<file path="src/design/sfr_pkg.sv">
package sfr_pkg;

    localparam logic [7:0]  HDR_FIRST     = 8'h55;
    localparam logic [7:0]  HDR_SECOND    = 8'hAA;
    localparam logic [15:0] TIMEOUT_RESET = 16'd300;
    localparam logic [15:0] IDLE_MAX      = 16'hFFFF;

    localparam logic       FUNC_BYTE = 1'b0;
    localparam logic       FUNC_TICK = 1'b1;

    localparam logic [2:0] EV_NONE     = 3'd0;
    localparam logic [2:0] EV_HEADER   = 3'd1;
    localparam logic [2:0] EV_PAYLOAD  = 3'd2;
    localparam logic [2:0] EV_GOOD     = 3'd3;
    localparam logic [2:0] EV_BADSUM   = 3'd4;
    localparam logic [2:0] EV_SYNCDROP = 3'd5;
    localparam logic [2:0] EV_TIMEOUT  = 3'd6;

    localparam logic [2:0] PH_HUNT1    = 3'd0;
    localparam logic [2:0] PH_HUNT2    = 3'd1;
    localparam logic [2:0] PH_VERSION  = 3'd2;
    localparam logic [2:0] PH_COMMAND  = 3'd3;
    localparam logic [2:0] PH_LENHI    = 3'd4;
    localparam logic [2:0] PH_LENLO    = 3'd5;
    localparam logic [2:0] PH_PAYLOAD  = 3'd6;
    localparam logic [2:0] PH_CHECKSUM = 3'd7;

    typedef struct packed {
        logic [2:0]  event_res;
        logic [7:0]  data_byte;
        logic [7:0]  frame_version;
        logic [7:0]  frame_command;
        logic [15:0] frame_length;
        logic [15:0] payload_offset;
    } result_t;

endpackage

</file>
<file path="src/design/sfr_in_if.sv">
interface sfr_in_if;
    logic       valid;
    logic       ready;
    logic       func;
    logic [7:0] rx_byte;

    modport source (output valid, output func, output rx_byte, input ready);
    modport sink (input valid, input func, input rx_byte, output ready);
endinterface

</file>
<file path="src/design/sfr_out_if.sv">
interface sfr_out_if;
    logic        valid;
    logic        ready;
    logic [2:0]  event_res;
    logic [7:0]  data_byte;
    logic [7:0]  frame_version;
    logic [7:0]  frame_command;
    logic [15:0] frame_length;
    logic [15:0] payload_offset;

    modport source (
        output valid, output event_res, output data_byte, output frame_version,
        output frame_command, output frame_length, output payload_offset,
        input ready
    );
    modport sink (
        input valid, input event_res, input data_byte, input frame_version,
        input frame_command, input frame_length, input payload_offset,
        output ready
    );
endinterface

</file>
<file path="src/design/sfr_parser.sv">
module sfr_parser (
    input  logic            clk,
    input  logic            rst_n,
    input  logic            step,
    input  logic            func,
    input  logic [7:0]      rx_byte,
    input  logic [15:0]     timeout,
    output sfr_pkg::result_t result
);
    import sfr_pkg::*;

    logic [2:0]  phase_reg,   phase_next;
    logic [7:0]  sum_reg,     sum_next;
    logic [15:0] length_reg,  length_next;
    logic [15:0] count_reg,   count_next;
    logic [7:0]  version_reg, version_next;
    logic [7:0]  command_reg, command_next;
    logic [15:0] idle_reg,    idle_next;
    logic [15:0] count_inc;
    logic [2:0]  ev;
    logic [7:0]  data;
    logic [15:0] offset;

    assign count_inc = count_reg + 16'd1;

    always_comb
    begin
        phase_next   = phase_reg;
        sum_next     = sum_reg;
        length_next  = length_reg;
        count_next   = count_reg;
        version_next = version_reg;
        command_next = command_reg;
        idle_next    = idle_reg;
        ev           = EV_NONE;
        data         = 8'd0;
        offset       = 16'd0;

        if (func == FUNC_TICK)
        begin
            if (idle_reg != IDLE_MAX)
            begin
                idle_next = idle_reg + 16'd1;
            end
            if (phase_reg != PH_HUNT1 && idle_next > timeout)
            begin
                phase_next = PH_HUNT1;
                ev         = EV_TIMEOUT;
            end
        end
        else
        begin
            data = rx_byte;
            unique case (phase_reg)
                PH_HUNT1:
                begin
                    if (rx_byte == HDR_FIRST)
                    begin
                        // new frame: all frame registers restart
                        sum_next     = HDR_FIRST;
                        version_next = 8'd0;
                        command_next = 8'd0;
                        length_next  = 16'd0;
                        count_next   = 16'd0;
                        idle_next    = 16'd0;
                        phase_next   = PH_HUNT2;
                        ev           = EV_HEADER;
                    end
                end
                PH_HUNT2:
                begin
                    if (rx_byte == HDR_SECOND)
                    begin
                        sum_next   = sum_reg + rx_byte;
                        idle_next  = 16'd0;
                        phase_next = PH_VERSION;
                        ev         = EV_HEADER;
                    end
                    else
                    begin
                        // the offending byte is not retried as a first header byte
                        phase_next = PH_HUNT1;
                        ev         = EV_SYNCDROP;
                    end
                end
                PH_VERSION:
                begin
                    version_next = rx_byte;
                    sum_next     = sum_reg + rx_byte;
                    idle_next    = 16'd0;
                    phase_next   = PH_COMMAND;
                    ev           = EV_HEADER;
                end
                PH_COMMAND:
                begin
                    command_next = rx_byte;
                    sum_next     = sum_reg + rx_byte;
                    idle_next    = 16'd0;
                    phase_next   = PH_LENHI;
                    ev           = EV_HEADER;
                end
                PH_LENHI:
                begin
                    length_next = {rx_byte, 8'd0};
                    sum_next    = sum_reg + rx_byte;
                    idle_next   = 16'd0;
                    phase_next  = PH_LENLO;
                    ev          = EV_HEADER;
                end
                PH_LENLO:
                begin
                    length_next = {length_reg[15:8], rx_byte};
                    sum_next    = sum_reg + rx_byte;
                    idle_next   = 16'd0;
                    count_next  = 16'd0;
                    // empty payload skips straight to the checksum
                    phase_next  = (length_next == 16'd0) ? PH_CHECKSUM : PH_PAYLOAD;
                    ev          = EV_HEADER;
                end
                PH_PAYLOAD:
                begin
                    offset     = count_reg;
                    sum_next   = sum_reg + rx_byte;
                    idle_next  = 16'd0;
                    count_next = count_inc;
                    if (count_inc == length_reg)
                    begin
                        phase_next = PH_CHECKSUM;
                    end
                    ev = EV_PAYLOAD;
                end
                PH_CHECKSUM:
                begin
                    ev         = (rx_byte == sum_reg) ? EV_GOOD : EV_BADSUM;
                    phase_next = PH_HUNT1;
                end
            endcase
        end

        result.event_res      = ev;
        result.data_byte      = data;
        result.frame_version  = version_next;
        result.frame_command  = command_next;
        result.frame_length   = length_next;
        result.payload_offset = offset;
    end

    always_ff @(posedge clk or negedge rst_n)
    begin
        if (!rst_n)
        begin
            phase_reg   <= PH_HUNT1;
            sum_reg     <= 8'd0;
            length_reg  <= 16'd0;
            count_reg   <= 16'd0;
            version_reg <= 8'd0;
            command_reg <= 8'd0;
            idle_reg    <= 16'd0;
        end
        else if (step)
        begin
            phase_reg   <= phase_next;
            sum_reg     <= sum_next;
            length_reg  <= length_next;
            count_reg   <= count_next;
            version_reg <= version_next;
            command_reg <= command_next;
            idle_reg    <= idle_next;
        end
    end

    a_payload_len_nonzero: assert property (
        @(posedge clk) disable iff (!rst_n)
        phase_reg == PH_PAYLOAD |-> length_reg != 16'd0
    ) else $error("payload phase with zero length");

    a_payload_count_bound: assert property (
        @(posedge clk) disable iff (!rst_n)
        phase_reg == PH_PAYLOAD |-> count_reg < length_reg
    ) else $error("payload count ran past length");

    a_frame_start: assert property (
        @(posedge clk) disable iff (!rst_n)
        step && func == FUNC_BYTE && phase_reg == PH_HUNT1 && rx_byte == HDR_FIRST
        |=> phase_reg == PH_HUNT2 && sum_reg == HDR_FIRST && idle_reg == 16'd0
    ) else $error("frame start did not restart state");

endmodule

</file>
<file path="src/design/sfr_out_reg.sv">
module sfr_out_reg (
    input  logic             clk,
    input  logic             rst_n,
    input  logic             load,
    input  sfr_pkg::result_t result,
    output logic             can_load,
    sfr_out_if.source        out_ch
);
    import sfr_pkg::*;

    logic    valid_reg;
    result_t data_reg;

    // a held result is replaced in the same cycle it is taken
    assign can_load = !valid_reg || out_ch.ready;

    always_ff @(posedge clk or negedge rst_n)
    begin
        if (!rst_n)
        begin
            valid_reg <= 1'b0;
        end
        else if (can_load)
        begin
            valid_reg <= load;
        end
    end

    always_ff @(posedge clk)
    begin
        if (load && can_load)
        begin
            data_reg <= result;
        end
    end

    assign out_ch.valid          = valid_reg;
    assign out_ch.event_res      = data_reg.event_res;
    assign out_ch.data_byte      = data_reg.data_byte;
    assign out_ch.frame_version  = data_reg.frame_version;
    assign out_ch.frame_command  = data_reg.frame_command;
    assign out_ch.frame_length   = data_reg.frame_length;
    assign out_ch.payload_offset = data_reg.payload_offset;

endmodule

</file>
<file path="src/design/serial_frame_receiver.sv">
// channel   dir  handshake     payload
// in_ch     in   valid/ready   func, rx_byte
// out_ch    out  valid/ready   event_res, data_byte, frame_version, frame_command,
//                              frame_length, payload_offset
// cfg       in   cfg_we        cfg_wdata (rx_timeout_ticks)
//
// one item per cycle unless stalled; each item yields one result, registered as it is taken
// parser state updates as the item is taken, the result sits in a single output register
// in_ch.ready drops only while a result is held and out_ch.ready is low
// reset clears parser state, empties the output register and loads timeout 300
module serial_frame_receiver (
    input  logic        clk,
    input  logic        rst_n,
    sfr_in_if.sink      in_ch,
    sfr_out_if.source   out_ch,
    input  logic        cfg_we,
    input  logic [15:0] cfg_wdata
);
    import sfr_pkg::*;

    logic [15:0] timeout_reg;
    logic        can_load;
    logic        step;
    result_t     result;

    always_ff @(posedge clk or negedge rst_n)
    begin
        if (!rst_n)
        begin
            timeout_reg <= TIMEOUT_RESET;
        end
        else if (cfg_we)
        begin
            timeout_reg <= cfg_wdata;
        end
    end

    assign in_ch.ready = can_load;
    assign step        = in_ch.valid && can_load;

    sfr_parser u_parser (
        .clk     (clk),
        .rst_n   (rst_n),
        .step    (step),
        .func    (in_ch.func),
        .rx_byte (in_ch.rx_byte),
        .timeout (timeout_reg),
        .result  (result)
    );

    sfr_out_reg u_out_reg (
        .clk      (clk),
        .rst_n    (rst_n),
        .load     (step),
        .result   (result),
        .can_load (can_load),
        .out_ch   (out_ch)
    );

endmodule
</file>
<file path="src/flat_wrapper.sv">
// flat-port wrapper written by rule: the top's interface ports become plain ports
module serial_frame_receiver_flat import sfr_pkg::*;
  (clk, rst_n, cfg_we, cfg_wdata, in_ch_valid, in_ch_func, in_ch_rx_byte, in_ch_ready, out_ch_valid, out_ch_event_res, out_ch_data_byte, out_ch_frame_version, out_ch_frame_command, out_ch_frame_length, out_ch_payload_offset, out_ch_ready);
  sfr_in_if in_ch_i ();
  sfr_out_if out_ch_i ();
  input  logic clk;
  input  logic rst_n;
  input  logic cfg_we;
  input  logic [15:0] cfg_wdata;
  input wire logic [$bits(in_ch_i.valid)-1:0] in_ch_valid;
  input wire logic [$bits(in_ch_i.func)-1:0] in_ch_func;
  input wire logic [$bits(in_ch_i.rx_byte)-1:0] in_ch_rx_byte;
  output wire logic [$bits(in_ch_i.ready)-1:0] in_ch_ready;
  output wire logic [$bits(out_ch_i.valid)-1:0] out_ch_valid;
  output wire logic [$bits(out_ch_i.event_res)-1:0] out_ch_event_res;
  output wire logic [$bits(out_ch_i.data_byte)-1:0] out_ch_data_byte;
  output wire logic [$bits(out_ch_i.frame_version)-1:0] out_ch_frame_version;
  output wire logic [$bits(out_ch_i.frame_command)-1:0] out_ch_frame_command;
  output wire logic [$bits(out_ch_i.frame_length)-1:0] out_ch_frame_length;
  output wire logic [$bits(out_ch_i.payload_offset)-1:0] out_ch_payload_offset;
  input wire logic [$bits(out_ch_i.ready)-1:0] out_ch_ready;
  assign in_ch_i.valid = in_ch_valid;
  assign in_ch_i.func = in_ch_func;
  assign in_ch_i.rx_byte = in_ch_rx_byte;
  assign in_ch_ready = in_ch_i.ready;
  assign out_ch_valid = out_ch_i.valid;
  assign out_ch_event_res = out_ch_i.event_res;
  assign out_ch_data_byte = out_ch_i.data_byte;
  assign out_ch_frame_version = out_ch_i.frame_version;
  assign out_ch_frame_command = out_ch_i.frame_command;
  assign out_ch_frame_length = out_ch_i.frame_length;
  assign out_ch_payload_offset = out_ch_i.payload_offset;
  assign out_ch_i.ready = out_ch_ready;
  serial_frame_receiver u_core (.clk(clk), .rst_n(rst_n), .in_ch(in_ch_i), .out_ch(out_ch_i), .cfg_we(cfg_we), .cfg_wdata(cfg_wdata));
endmodule
</file>
<file path="config.mk">
export PLATFORM = sky130hd
export DESIGN_NAME = serial_frame_receiver_flat
export DESIGN_NICKNAME = d
export VERILOG_FILES = /design/src/design/sfr_pkg.sv /design/src/design/sfr_in_if.sv /design/src/design/sfr_out_if.sv /design/src/design/sfr_parser.sv /design/src/design/sfr_out_reg.sv /design/src/design/serial_frame_receiver.sv /design/src/flat_wrapper.sv
export SDC_FILE = /design/constraint.sdc
export NUM_CORES = 1
export LEC_CHECK = 0
export BUFFER_PORTS_ARGS = -buffer_cell sky130_fd_sc_hd__clkbuf_2
export CORE_ASPECT_RATIO = 1.25
export CORE_UTILIZATION = 55
export CTS_BUF_LIST = sky130_fd_sc_hd__clkbuf_4 sky130_fd_sc_hd__clkbuf_8 sky130_fd_sc_hd__clkbuf_16
export CTS_CLUSTER_DIAMETER = 40
export CTS_CLUSTER_SIZE = 30
export DETAILED_ROUTE_END_ITERATION = 7
export GPL_ROUTABILITY_DRIVEN = 0
export PLACE_DENSITY = 0.76
export SLEW_MARGIN = 20
export SYNTH_ARGS = -nofsm -noshare
export SYNTH_HDL_FRONTEND = slang
export SYNTH_SLANG_ARGS = --single-unit
export TNS_END_PERCENT = 50
</file>
<file path="constraint.sdc">
create_clock -name clk -period 5.05 [get_ports clk]
set_input_delay 0 -clock clk [delete_from_list [all_inputs] [get_ports clk]]
set_output_delay 0 -clock clk [all_outputs]
set_load 0.1 [all_outputs]
</file>
# Word level (Yosys, flattened, before mapping)
# Index checks and enable logic that the tools add are counted.
[word_totals]
register_bits = 151
output_inout_bits = 61
[op_classes]
bitwise = 2
add_sub_neg = 3
mux = 32
n_eq_ne = 18
n_lt_le_gt_ge = 1
reduce_logical = 18
[op_table]
columns = ["operator", "n"]
rows = [
  ["$pmux W16 S3", 3],
  ["$mux W16", 7],
  ["$mux W8", 6],
  ["$add A16 B1 Y16 const B", 2],
  ["$pmux W8 S2", 2],
  ["$mux W3", 8],
  ["$pmux W3 S8", 1],
  ["$pmux W8 S3", 1],
  ["$eq A16 B16 Y1", 1],
  ["$gt A16 B16 Y1", 1],
  ["$logic_not A16 Y1", 1],
  ["$ne A16 B16 Y1 const B", 1],
  ["$pmux W3 S5", 1],
  ["$eq A3 B3 Y1 const B", 4],
  ["$reduce_and A4 Y1", 3],
  ["$ne A3 B3 Y1 const B", 3],
  ["$reduce_bool A3 Y1", 3],
  ["$add A8 B8 Y8", 1],
  ["$eq A8 B7 Y1 const B", 1],
  ["$eq A8 B8 Y1", 1],
  ["$eq A8 B8 Y1 const B", 1],
  ["$eq A3 B2 Y1 const B", 2],
  ["$reduce_and A5 Y1", 1],
  ["$reduce_or A5 Y1", 1],
  ["13 further kinds", 18],
]

# Logic depth before layout (Yosys ltp)
# Gate-level depths: netlist of the first run.
[depth]
word_depth = 7
mapped_depth = 16
ltp_nobuf = 14

# By module
# A second synthesis of the first run with hierarchy kept.
[unflattened]
hier_cells = 716
area_unflattened_um2 = 8035.2
[modules_own_cells]
columns = ["mod", "area_per_inst_um2", "n_inst", "cells_per_inst"]
rows = [
  ["sfr_parser", 5549.1, 1, 618],
  ["sfr_out_reg", 1825.5, 1, 63],
  ["serial_frame_receiver", 660.6, 1, 35],
]

# Least setup slack after synthesis of the first run
# Ideal clock, no wire load.
[synth_path]
path_kind = "reg2reg"
startpoint = "register u_core.u_out_reg.valid_reg (netlist: u_core.u_out_reg.out_ch.valid)"
endpoint = "register u_core.u_out_reg.data_reg, in the netlist u_core.u_out_reg.out_ch.data_byte[0] (enable)"
path_slack_ns = 0.885
stages_incl_launch_ff = 6
arrival_ns = 3.718
required_ns = 4.603
period_less_slack_ns = 4.165
path_buffers = 2
setup_time_ns = 0.447
path_cell_list = "dfrtp_1 or2b_2 nand2_1 inv_2 clkbuf_8 clkbuf_1"
[synth_via]
elab_chain_len = 4
[synth_lines]
columns = ["element", "line", "rtl"]
rows = [
  ["start, declared", "sfr_out_reg.sv:11", "logic valid_reg;"],
  ["start signal, assigned", "sfr_out_reg.sv:25", "valid_reg <= load;"],
  ["$logic_not A1 Y1", "sfr_out_reg.sv:15", "assign can_load = !valid_reg || out_ch.ready;"],
  ["$logic_or A1 B1 Y1", "sfr_out_reg.sv:15", ""],
  ["via in_ch_ready", "flat_wrapper.sv:13", "output wire logic [$bits(in_ch_i.ready)-1:0] in_ch_ready;"],
  ["$logic_and A1 B1 Y1", "serial_frame_receiver.sv:39", "assign step = in_ch.valid && can_load;"],
  ["via u_core.step", "serial_frame_receiver.sv:23", "logic step;"],
  ["$logic_and A1 B1 Y1", "sfr_out_reg.sv:31", "if (load && can_load)"],
  ["end signal, assigned", "sfr_out_reg.sv:33", "data_reg <= result;"],
  ["end, declared", "sfr_out_reg.sv:12", "result_t data_reg;"],
]
# The timed path passes the listed nets, and every way through them passes these cells.
# A chain may end at the register's enable or synchronous reset.

# Worst setup path in the final report of the first run
[layout_path]
startpoint = "register u_core.u_parser.idle_reg[3]"
endpoint = "register u_core.u_parser.phase_reg[1]"
[layout_via]
elab_chain_len = 7
[layout_lines]
columns = ["element", "line", "rtl"]
rows = [
  ["start, declared", "sfr_parser.sv:18", "logic [15:0] idle_reg, idle_next;"],
  ["start signal, assigned", "sfr_parser.sv:168", "idle_reg <= idle_next;"],
  ["$add A16 B1 Y16 / $ne A16 B16 Y1 (equally long branches)", "sfr_parser.sv:43, sfr_parser.sv:41", ""],
  ["$mux W16 *", "sfr_parser.sv:41", "if (idle_reg != IDLE_MAX)"],
  ["$mux W16 *", "sfr_parser.sv:39", "if (func == FUNC_TICK)"],
  ["$gt A16 B16 Y1 *", "sfr_parser.sv:45", "if (phase_reg != PH_HUNT1 && idle_next > timeout)"],
  ["$logic_and A1 B1 Y1 *", "sfr_parser.sv:45", ""],
  ["$ne A2 B1 Y1 (no line) *", "n/a", ""],
  ["$reduce_and A4 Y1 (no line) *", "n/a", ""],
  ["end signal, assigned", "sfr_parser.sv:162", "phase_reg <= phase_next;"],
  ["end, declared", "sfr_parser.sv:12", "logic [2:0] phase_reg, phase_next;"],
]
# Mark *: on every way between the ends. The rest lies on a longest branch, timed or not. The select of a mux whose other input is x is not followed.

==> results of run 1 <==
## cell usage in the layout (no fill, tap or decap), types with 6 or more instances in the layout
cell type,n
ha_1,25
dfrtp_1,88
nand3_1,20
inv_1,30
and2b_2,7
nor2_1,48
or3_1,7
nand4_1,13
a22o_1,30
a32o_1,8
clkbuf_16,17
nor4_1,10
o31ai_1,18
a31oi_1,9
mux2_2,10
o21ai_0,62
edfxtp_1,59
a21oi_1,19
xor2_1,15
clkbuf_2,89
a21o_1,6
nand2_1,102
dlygate4sd3_1,19
a22o_2,8
xnor2_1,24
nor3_1,13
and2_1,16
inv_6,6
## path summary, 6_finish.rpt
check,to,slack [ns],cells after the start
hold reg to reg,u_core.u_parser.command_reg[3],0.48,2
setup reg to reg,u_core.u_parser.phase_reg[1],0.76,13
setup / recovery,u_core.u_parser.phase_reg[1],0.76,13
hold / removal,u_core.timeout_reg[3],0.08,3
min in group asynchronous,u_core.u_parser.version_reg[6],0.10,2
max in group asynchronous,u_core.u_parser.length_reg[14],3.84,3
## synthesized netlist by cell type (13+ instances only)
library cell,count,share of area (%)
inv_1,30,1.4
xnor2_1,24,2.7
a21oi_1,19,1.2
nand4_1,13,1.0
a22o_1,30,3.3
o21ai_0,62,3.9
nor3_1,13,0.83
nand3_1,20,1.3
and2_1,16,1.3
edfxtp_1,59,22
o31ai_1,18,1.7
clkbuf_1,25,1.2
nor2_1,48,2.3
xor2_1,15,1.7
ha_1,25,4.0
nand2_1,102,4.9
dfrtp_1,88,28
## power breakdown
part           switching [W]  total [W]  internal, W
Sequential          0.000147    0.00163      0.00148
Combinational       0.000847    0.00123     0.000387
Clock               0.000554    0.00120     0.000648
Total                0.00155    0.00407      0.00252
## per-stage QoR
stage	hold slack, ns	area, µm²	setup slack (ns)	std cells	power, W
floorplan	-0.2956	7883	0.8853	756	0.002606
global placement	0.01133	8344	1.250	981	0.002801
detailed placement	0.01509	8344	0.9918	981	0.002848
CTS	0.06244	9096	0.9618	1032	0.004058
global route	0.09843	9096	0.3869	1032	0.004238
finish	0.07774	9096	0.7628	1032	0.004065
## worst max-delay path, delay by kind of cell (launching register included)
family / cells / cell delay (ns)
compound gates: 6 / 1.65
simple gates: 5 / 1.62
flops: 1 / 0.50
fa+ha+maj: 1 / 0.30
mux: 1 / 0.09
## per-layer routing
layer  global-route usage [%]  part of all wire (%)  up-vias
met4                    13.89                   3.9        0
met3                    4.890                   6.5       54
met2                    46.33                    51      293
met5                        0                     0        -
met1                    31.76                    38     3048
li1                         -                     -     2913
## cell families (layout without fill, tap and decap cells)
family                   after synthesis  count (layout)  share of synthesized area [%]
AO/OA/AOI/OAI                        184             184                          16.36
AND/OR/NAND/NOR                      268             268                          17.06
multiplexers                          12              12                          1.683
flip-flops                           151             151                          51.75
buffers and inverters                 76             177                          4.587
adder cells (fa/ha/maj)               26              26                          4.222
XOR/XNOR                              39              39                          4.333
## repair_timing
action / in CTS / in global routing
hold buffers: 19 / 0
endpoints found under the hold margin: 55 / 0
gates resized for setup: 0 / 0
endpoints found under the setup margin: 0 / 0
## cell type report
class                           instances  area [µm²]
Clock buffer                           17       425.4
Timing Repair Buffer                  113       673.1
Sequential cell                       151        4079
Fill cell                            1036        4777
Multi-Input combinational cell        529        3442
Clock inverter                         15       136.4
Inverter                               32       121.4
Tap cell                              175       219.0
==> run_results.csv, run 1 <==
group,metric,value,unit
outcome,status,"completed",
worst_setup_path,slowest_delay,0.61,ns
power,irDropWorstVdd,252.5,µV
floorplanning,initial_utilization,56.82,%
clock_network,post_cts.repair.setup_buffers,0,
power,power_per_cell_area,446.9,nW/µm²
final_layout,drive_gt1_share,19.95,%
floorplanning,die_h,135.8,µm
detailed_routing,via_per_inst,6.112,
floorplanning,rows,48,
grt,antenna_found_initial,0,
sta,skew,0.01279,ns
worst_setup_path,critPathArrivalTime,4.57,ns
final_layout,syn_to_final_growth,15.40,%
job,cap_violations,0,
sta,slew_headroom,38.15,%
logic_synthesis,syn-num-nets,812,
hold_path,hp-start,"cfg_we",
detailed_routing,first_pass_iters,7,
worst_setup_path,required,5.33,ns
detailed_routing,drc,0,
detailed_routing,wl,18.75,mm
logic_synthesis,synth-seq-cells,151,
grt,grt_pass1_wl,30.52,mm
sta,rsz0062_at_grt,"no",
clock_network,cts_buffers,17,
place,portBuffers,90,
logic_synthesis,syn_inst,756,
floorplanning,design.core.area,13870,µm²
worst_setup_path,cp_max_fo,10,
worst_setup_path,end_kind,"flop",
grt,grt.total_usage,26.91,%
logic_synthesis,syn-cell-area,7883,µm²
detailed_routing,ant_nets,0,
final_layout,diodes,0,
place,dpl.hpwl,12.93,mm
logic_synthesis,ys.flop_type,"dfrtp_1",
floorplanning,boundaryPins,91,
clock_network,cts-htree-levels,4,
worst_setup_path,critPathLaunch,"u_core.u_parser.idle_reg[3]",
detailed_routing,drt_iter0_markers,491,
clock_network,clk-insertion-delay-late,0.42,ns
clock_network,cts_tree,"done",
sta,post-route-min-period,4.287,ns
sta,timing.final.crit_share,84.89,%
worst_setup_path,worstPathCellList,"and4_1 > nand4_1 > nor4_1 > nand2b_1 > a31oi_1 > ha_1 > a21o_1 > a21oi_1 > o221ai_1 > o31ai_1 > a21oi_1 > nand3_1 > mux2i_1",
logic_synthesis,avgSynthCellArea,10.43,µm²
final_layout,layout.nets,900,
floorplanning,die_area,14820,µm²
worst_setup_path,cp-start-kind,"flop",
logic_synthesis,synth-edff-count,59,
worst_setup_path,path_class,"reg -> reg",
power,p_leak,4.013,nW
final_layout,fin_util,65.57,%
grt,overflow,0,
sta,hold_violations,0,
sta,final_max_slew_viol_count,0,
logic_synthesis,synthArstFlopShare,60.93,%
clock_network,cts_num_sinks,151,
worst_setup_path,crit_top_cell,"a21oi_1",
clock_network,clk_pin_slew_worst_paths,0.07,ns
grt,grt_max_degree,62,
hold_path,min_path_type,"in -> reg",
worst_setup_path,r2r-start,"u_core.u_parser.idle_reg[3]",
sta,fmax,233.3,MHz
logic_synthesis,yosysWarnings,0,
floorplanning,dieWidth,109.1,µm
sta,setup_violations,0,
detailed_routing,wl_per_cell,18.17,µm
worst_setup_path,crit_path_top_delay_cell,"nor4_1",
detailed_routing,vias,6308,
sta,fin_setup_tns,0,ns
clock_network,clockBufferDepth,2,
logic_synthesis,synth.distinct_cells,74,
logic_synthesis,yosysSeqAreaShare,51.75,%
sta,worst_pin_slew,0.9227,ns
clock_network,cts_root_buf,"clkbuf_16",
grt,grt_pass1_vias,6179,
(Power assumes the default switching activity.)
==> run 2: changes to the inputs <==
--- a/config.mk
+++ b/config.mk
@@ -5,6 +5,7 @@
 export SDC_FILE = /design/constraint.sdc
 export NUM_CORES = 1
 export LEC_CHECK = 0
+export ABC_AREA = 1
 export BUFFER_PORTS_ARGS = -buffer_cell sky130_fd_sc_hd__clkbuf_2
 export CORE_ASPECT_RATIO = 1.25
 export CORE_UTILIZATION = 55
==> constraint.sdc (replaced) <==
create_clock -name clk -period 4.3 [get_ports clk]
set_input_delay 0 -clock clk [delete_from_list [all_inputs] [get_ports clk]]
set_output_delay 0 -clock clk [all_outputs]
set_load 0.1 [all_outputs]
==> run 2 against run 1 <==
Fmax rose by 33%. Sequential power is 31% higher. Via count increased by 1.9%. Cell area shrank 0.63%. Synthesized area fell by 3.3%. Final cell count rose by 13%. Total power increased by 43%. Critical path depth increased by 9. Die area down 3.2%. Setup slack improved by 0.32 ns. Clock skew shrank 0.0027 ns. Critical endpoint is now u_core.u_parser.phase_reg[0]. Largest cell class unchanged. Largest power group is now combinational logic.
==> run_results.csv, run 2 <==
group,metric,value,unit
worst_setup_path,crit_end,"u_core.u_parser.phase_reg[0]",
worst_setup_path,rrSetupSlack,1.08,ns
power,p_leak,4.132,nW
sta,rsz0062_at_grt,"no",
job,cap_violations,0,
sta,worst_pin_slew,0.8981,ns
detailed_routing,via_per_inst,5.536,
power,p_int,0.003302,W
sta,final_max_slew_viol_count,0,
detailed_routing,wl_per_cell,15.50,µm
worst_setup_path,required,4.61,ns
hold_path,min_path_type,"in -> reg",
final_layout,diodes,0,
floorplanning,rows,47,
clock_network,post_cts.repair.setup_buffers,0,
clock_network,cts_num_sinks,151,
logic_synthesis,synth.most_common_cell,"nand2_1",
clock_network,cts_root_buf,"clkbuf_16",
logic_synthesis,synth_common_cells,"nand2_1, inv_1, dfrtp_1, o21ai_0, nor2_1",
logic_synthesis,ys.flop_type,"dfrtp_1",
power,p_total,0.005820,W
grt,grt_max_degree,65,
clock_network,cts_tree,"done",
floorplanning,initial_utilization,56.85,%
grt,grt_pass1_wl,29.00,mm
detailed_routing,vias,6427,
worst_setup_path,cp-start-kind,"flop",
floorplanning,die_h,133.6,µm
final_layout,finalInstanceArea,9039,µm²
sta,finalWorstSetupSlack,1.081,ns
power,switchingPower,0.002518,W
power,pwr-share-comb,38.0,%
worst_setup_path,worstSetupPathDepth,22,
detailed_routing,wl,17.99,mm
logic_synthesis,synthArstFlopShare,60.93,%
final_layout,layout.nets,1033,
sta,timing.final.crit_share,74.87,%
worst_setup_path,r2r_end,"u_core.u_parser.phase_reg[0]",
logic_synthesis,syn-num-nets,920,
clock_network,cts-htree-levels,4,
grt,antenna_found_initial,0,
detailed_routing,drc,0,
worst_setup_path,r2r_cells,22,
logic_synthesis,synth-seq-cells,151,
place,dpl.cell_count,1107,
final_layout,multi_input_comb_area,2914,µm²
final_layout,final_common_cell,"nand2_1",
floorplanning,boundaryPins,91,
outcome,status,"completed",
sta,slew_headroom,40.13,%
power,switching_share,43.26,%
final_layout,final_cell_mix,"nand2_1, inv_1, clkbuf_2, dfrtp_1, o21ai_0",
hold_path,hp-start,"in_ch_rx_byte[7]",
logic_synthesis,synthTopCellsByArea,"dfrtp_1, edfxtp_1, nand2_1",
clock_network,clk_pin_slew_worst_paths,0.07,ns
logic_synthesis,avgSynthCellArea,8.822,µm²
worst_setup_path,end_kind,"flop",
worst_setup_path,crit_path_top_delay_cell,"dfrtp_1",
floorplanning,dieWidth,107.3,µm
floorplanning,design.core.area,13410,µm²
final_layout,ff_latch_area,4079,µm²
worst_setup_path,slowest_delay,0.36,ns
worst_setup_path,critPathLaunch,"u_core.u_parser.idle_reg[0]",
power,power_frac_seq,36.5,%
logic_synthesis,syn_inst,864,
detailed_routing,first_pass_iters,7,
logic_synthesis,yosysWarnings,0,
clock_network,cts_buffers,17,
final_layout,final_cells,1161,
logic_synthesis,synth-edff-count,59,
logic_synthesis,yosysSeqAreaShare,53.51,%
place,place_area,8218,µm²
final_layout,syn_to_final_growth,18.58,%
final_layout,fillers,1066,
power,p_clk_share,25.5,%
floorplanning,die_area,14340,µm²
clock_network,clockBufferDepth,2,
grt,grt.total_usage,26.53,%
logic_synthesis,syn-cell-area,7622,µm²
sta,skew,0.01011,ns
grt,grt_pass1_vias,6220,
detailed_routing,drt_iter0_markers,350,
worst_setup_path,worstPathCellList,"ha_1 > nand2_1 > inv_1 > nand2_1 > nor2_2 > nand4_1 > nand2_1 > nor2_1 > nand3_1 > xor2_1 > inv_1 > ha_1 > inv_1 > nor2_1 > nand3_1 > inv_1 > a31oi_1 > nand3_1 > o21ai_1 > nand2_1 > nand2_1 > nand2_1",
power,power_per_cell_area,644.0,nW/µm²
logic_synthesis,synth_top_area_share,28.89,%
final_layout,drive_gt1_share,15.25,%
clock_network,clk-insertion-delay-late,0.43,ns
logic_synthesis,synth_largest_area_cell,"dfrtp_1",
grt,overflow,0,
worst_setup_path,cp_num_buf_inv,4,
worst_setup_path,critPathArrivalTime,3.53,ns
place,dpl.hpwl,12.55,mm
place,portBuffers,90,
sta,setup_violations,0,
detailed_routing,ant_nets,0,
place,place_ws,1.162,ns
worst_setup_path,crit_family,"simple AND/OR/NAND/NOR gates",
power,irDropWorstVdd,496.1,µV
sta,fin_setup_tns,0,ns
worst_setup_path,r2r-start,"u_core.u_parser.idle_reg[0]",
worst_setup_path,crit_top_cell,"nand2_1",
sta,fmax,310.6,MHz
sta,post-route-min-period,3.219,ns
worst_setup_path,path_class,"reg -> reg",
logic_synthesis,synth.distinct_cells,41,
sta,hold_violations,0,
worst_setup_path,cp_max_fo,4,
## run 2: cell types whose count changed after synthesis, moves of 15 or more
cell,delta
nor2_1,+21
inv_1,+105
nand2_1,+84
a22o_1,-30
o31ai_1,-17
xnor2_1,-22
nand3_1,+23
o22ai_1,+58
and2_1,-15
## run 2: logic make-up after synthesis
group           after synthesis  share of synthesized area (%)
compound gates              167                          12.61
flops                       151                          53.51
simple gates                338                          18.98
fa+ha+maj                    26                          4.366
buf+inv                     164                          8.257
xor+xnor                     17                          2.134
mux                           1                         0.1477
## run 2: worst min path at each step
stage                     slack (ns)  cells after the start                                    to
after floorplan                -0.30                      0                 u_core.timeout_reg[0]
after global placement          0.10                      1         u_core.u_parser.count_reg[12]
after detailed placement         0.1                      1        u_core.u_parser.length_reg[14]
after CTS                       0.01                      3  u_core.u_out_reg.out_ch.data_byte[7]
after global routing            0.03                      3  u_core.u_out_reg.out_ch.data_byte[7]
final                           0.03                      3  u_core.u_out_reg.out_ch.data_byte[7]
## run 2: area by class of cell
cell class                 instances  share of cell area [%]
multi-input combinational        549                   32.24
timing repair buffer             114                   7.614
clock buffer                      19                   5.260
clock inverter                    13                   1.384
sequential                       151                   45.13
tap                              171                   2.367
inverter                         144                   6.008
## run 2: what timing repair did
action                     4_1_cts  5_1_grt
hold endpoints to repair        72        0
gates resized for setup          0        0
setup endpoints to repair        0        0
hold buffers                    22        0
## run 2: per-layer routing
| metal | part of all wire [%] | vias up | wire, µm | GRT usage [%] |
|---|---|---|---|---|
| met4 | 2.6 | 0 | 472 | 12.56 |
| li1 | - | 3137 | - | - |
| met5 | 0 | - | 0 | 0 |
| met1 | 39 | 3051 | 7014 | 30.33 |
| met3 | 4.7 | 39 | 852 | 5.088 |
| met2 | 54 | 200 | 9652 | 47.31 |
## run 2: stage by stage
stage	hold slack, ns	utilization (%)
2_1_floorplan	-0.2956	-
4_1_cts	0.01379	67.41
6_report	0.03320	67.41
3_3_place_gp	0.1003	61.29
5_1_grt	0.03490	67.41
3_5_place_dp	0.09621	61.29
## run 2: worst min-delay path: cells and delay by family
family                 cells  cell delay, ns
buffers and inverters      2            0.22
AND/OR/NAND/NOR            1            0.07
## run 2: power by group through the flow
stage | Sequential (W) | Clock [W] | Combinational [W]
after floorplan | 0.00268 | 0 | 0.00116
after global placement | 0.00213 | 0 | 0.00213
after detailed placement | 0.00214 | 0 | 0.00217
after CTS | 0.00212 | 0.00150 | 0.00221
after global routing | 0.00216 | 0.00155 | 0.00242
final | 0.00213 | 0.00148 | 0.00221
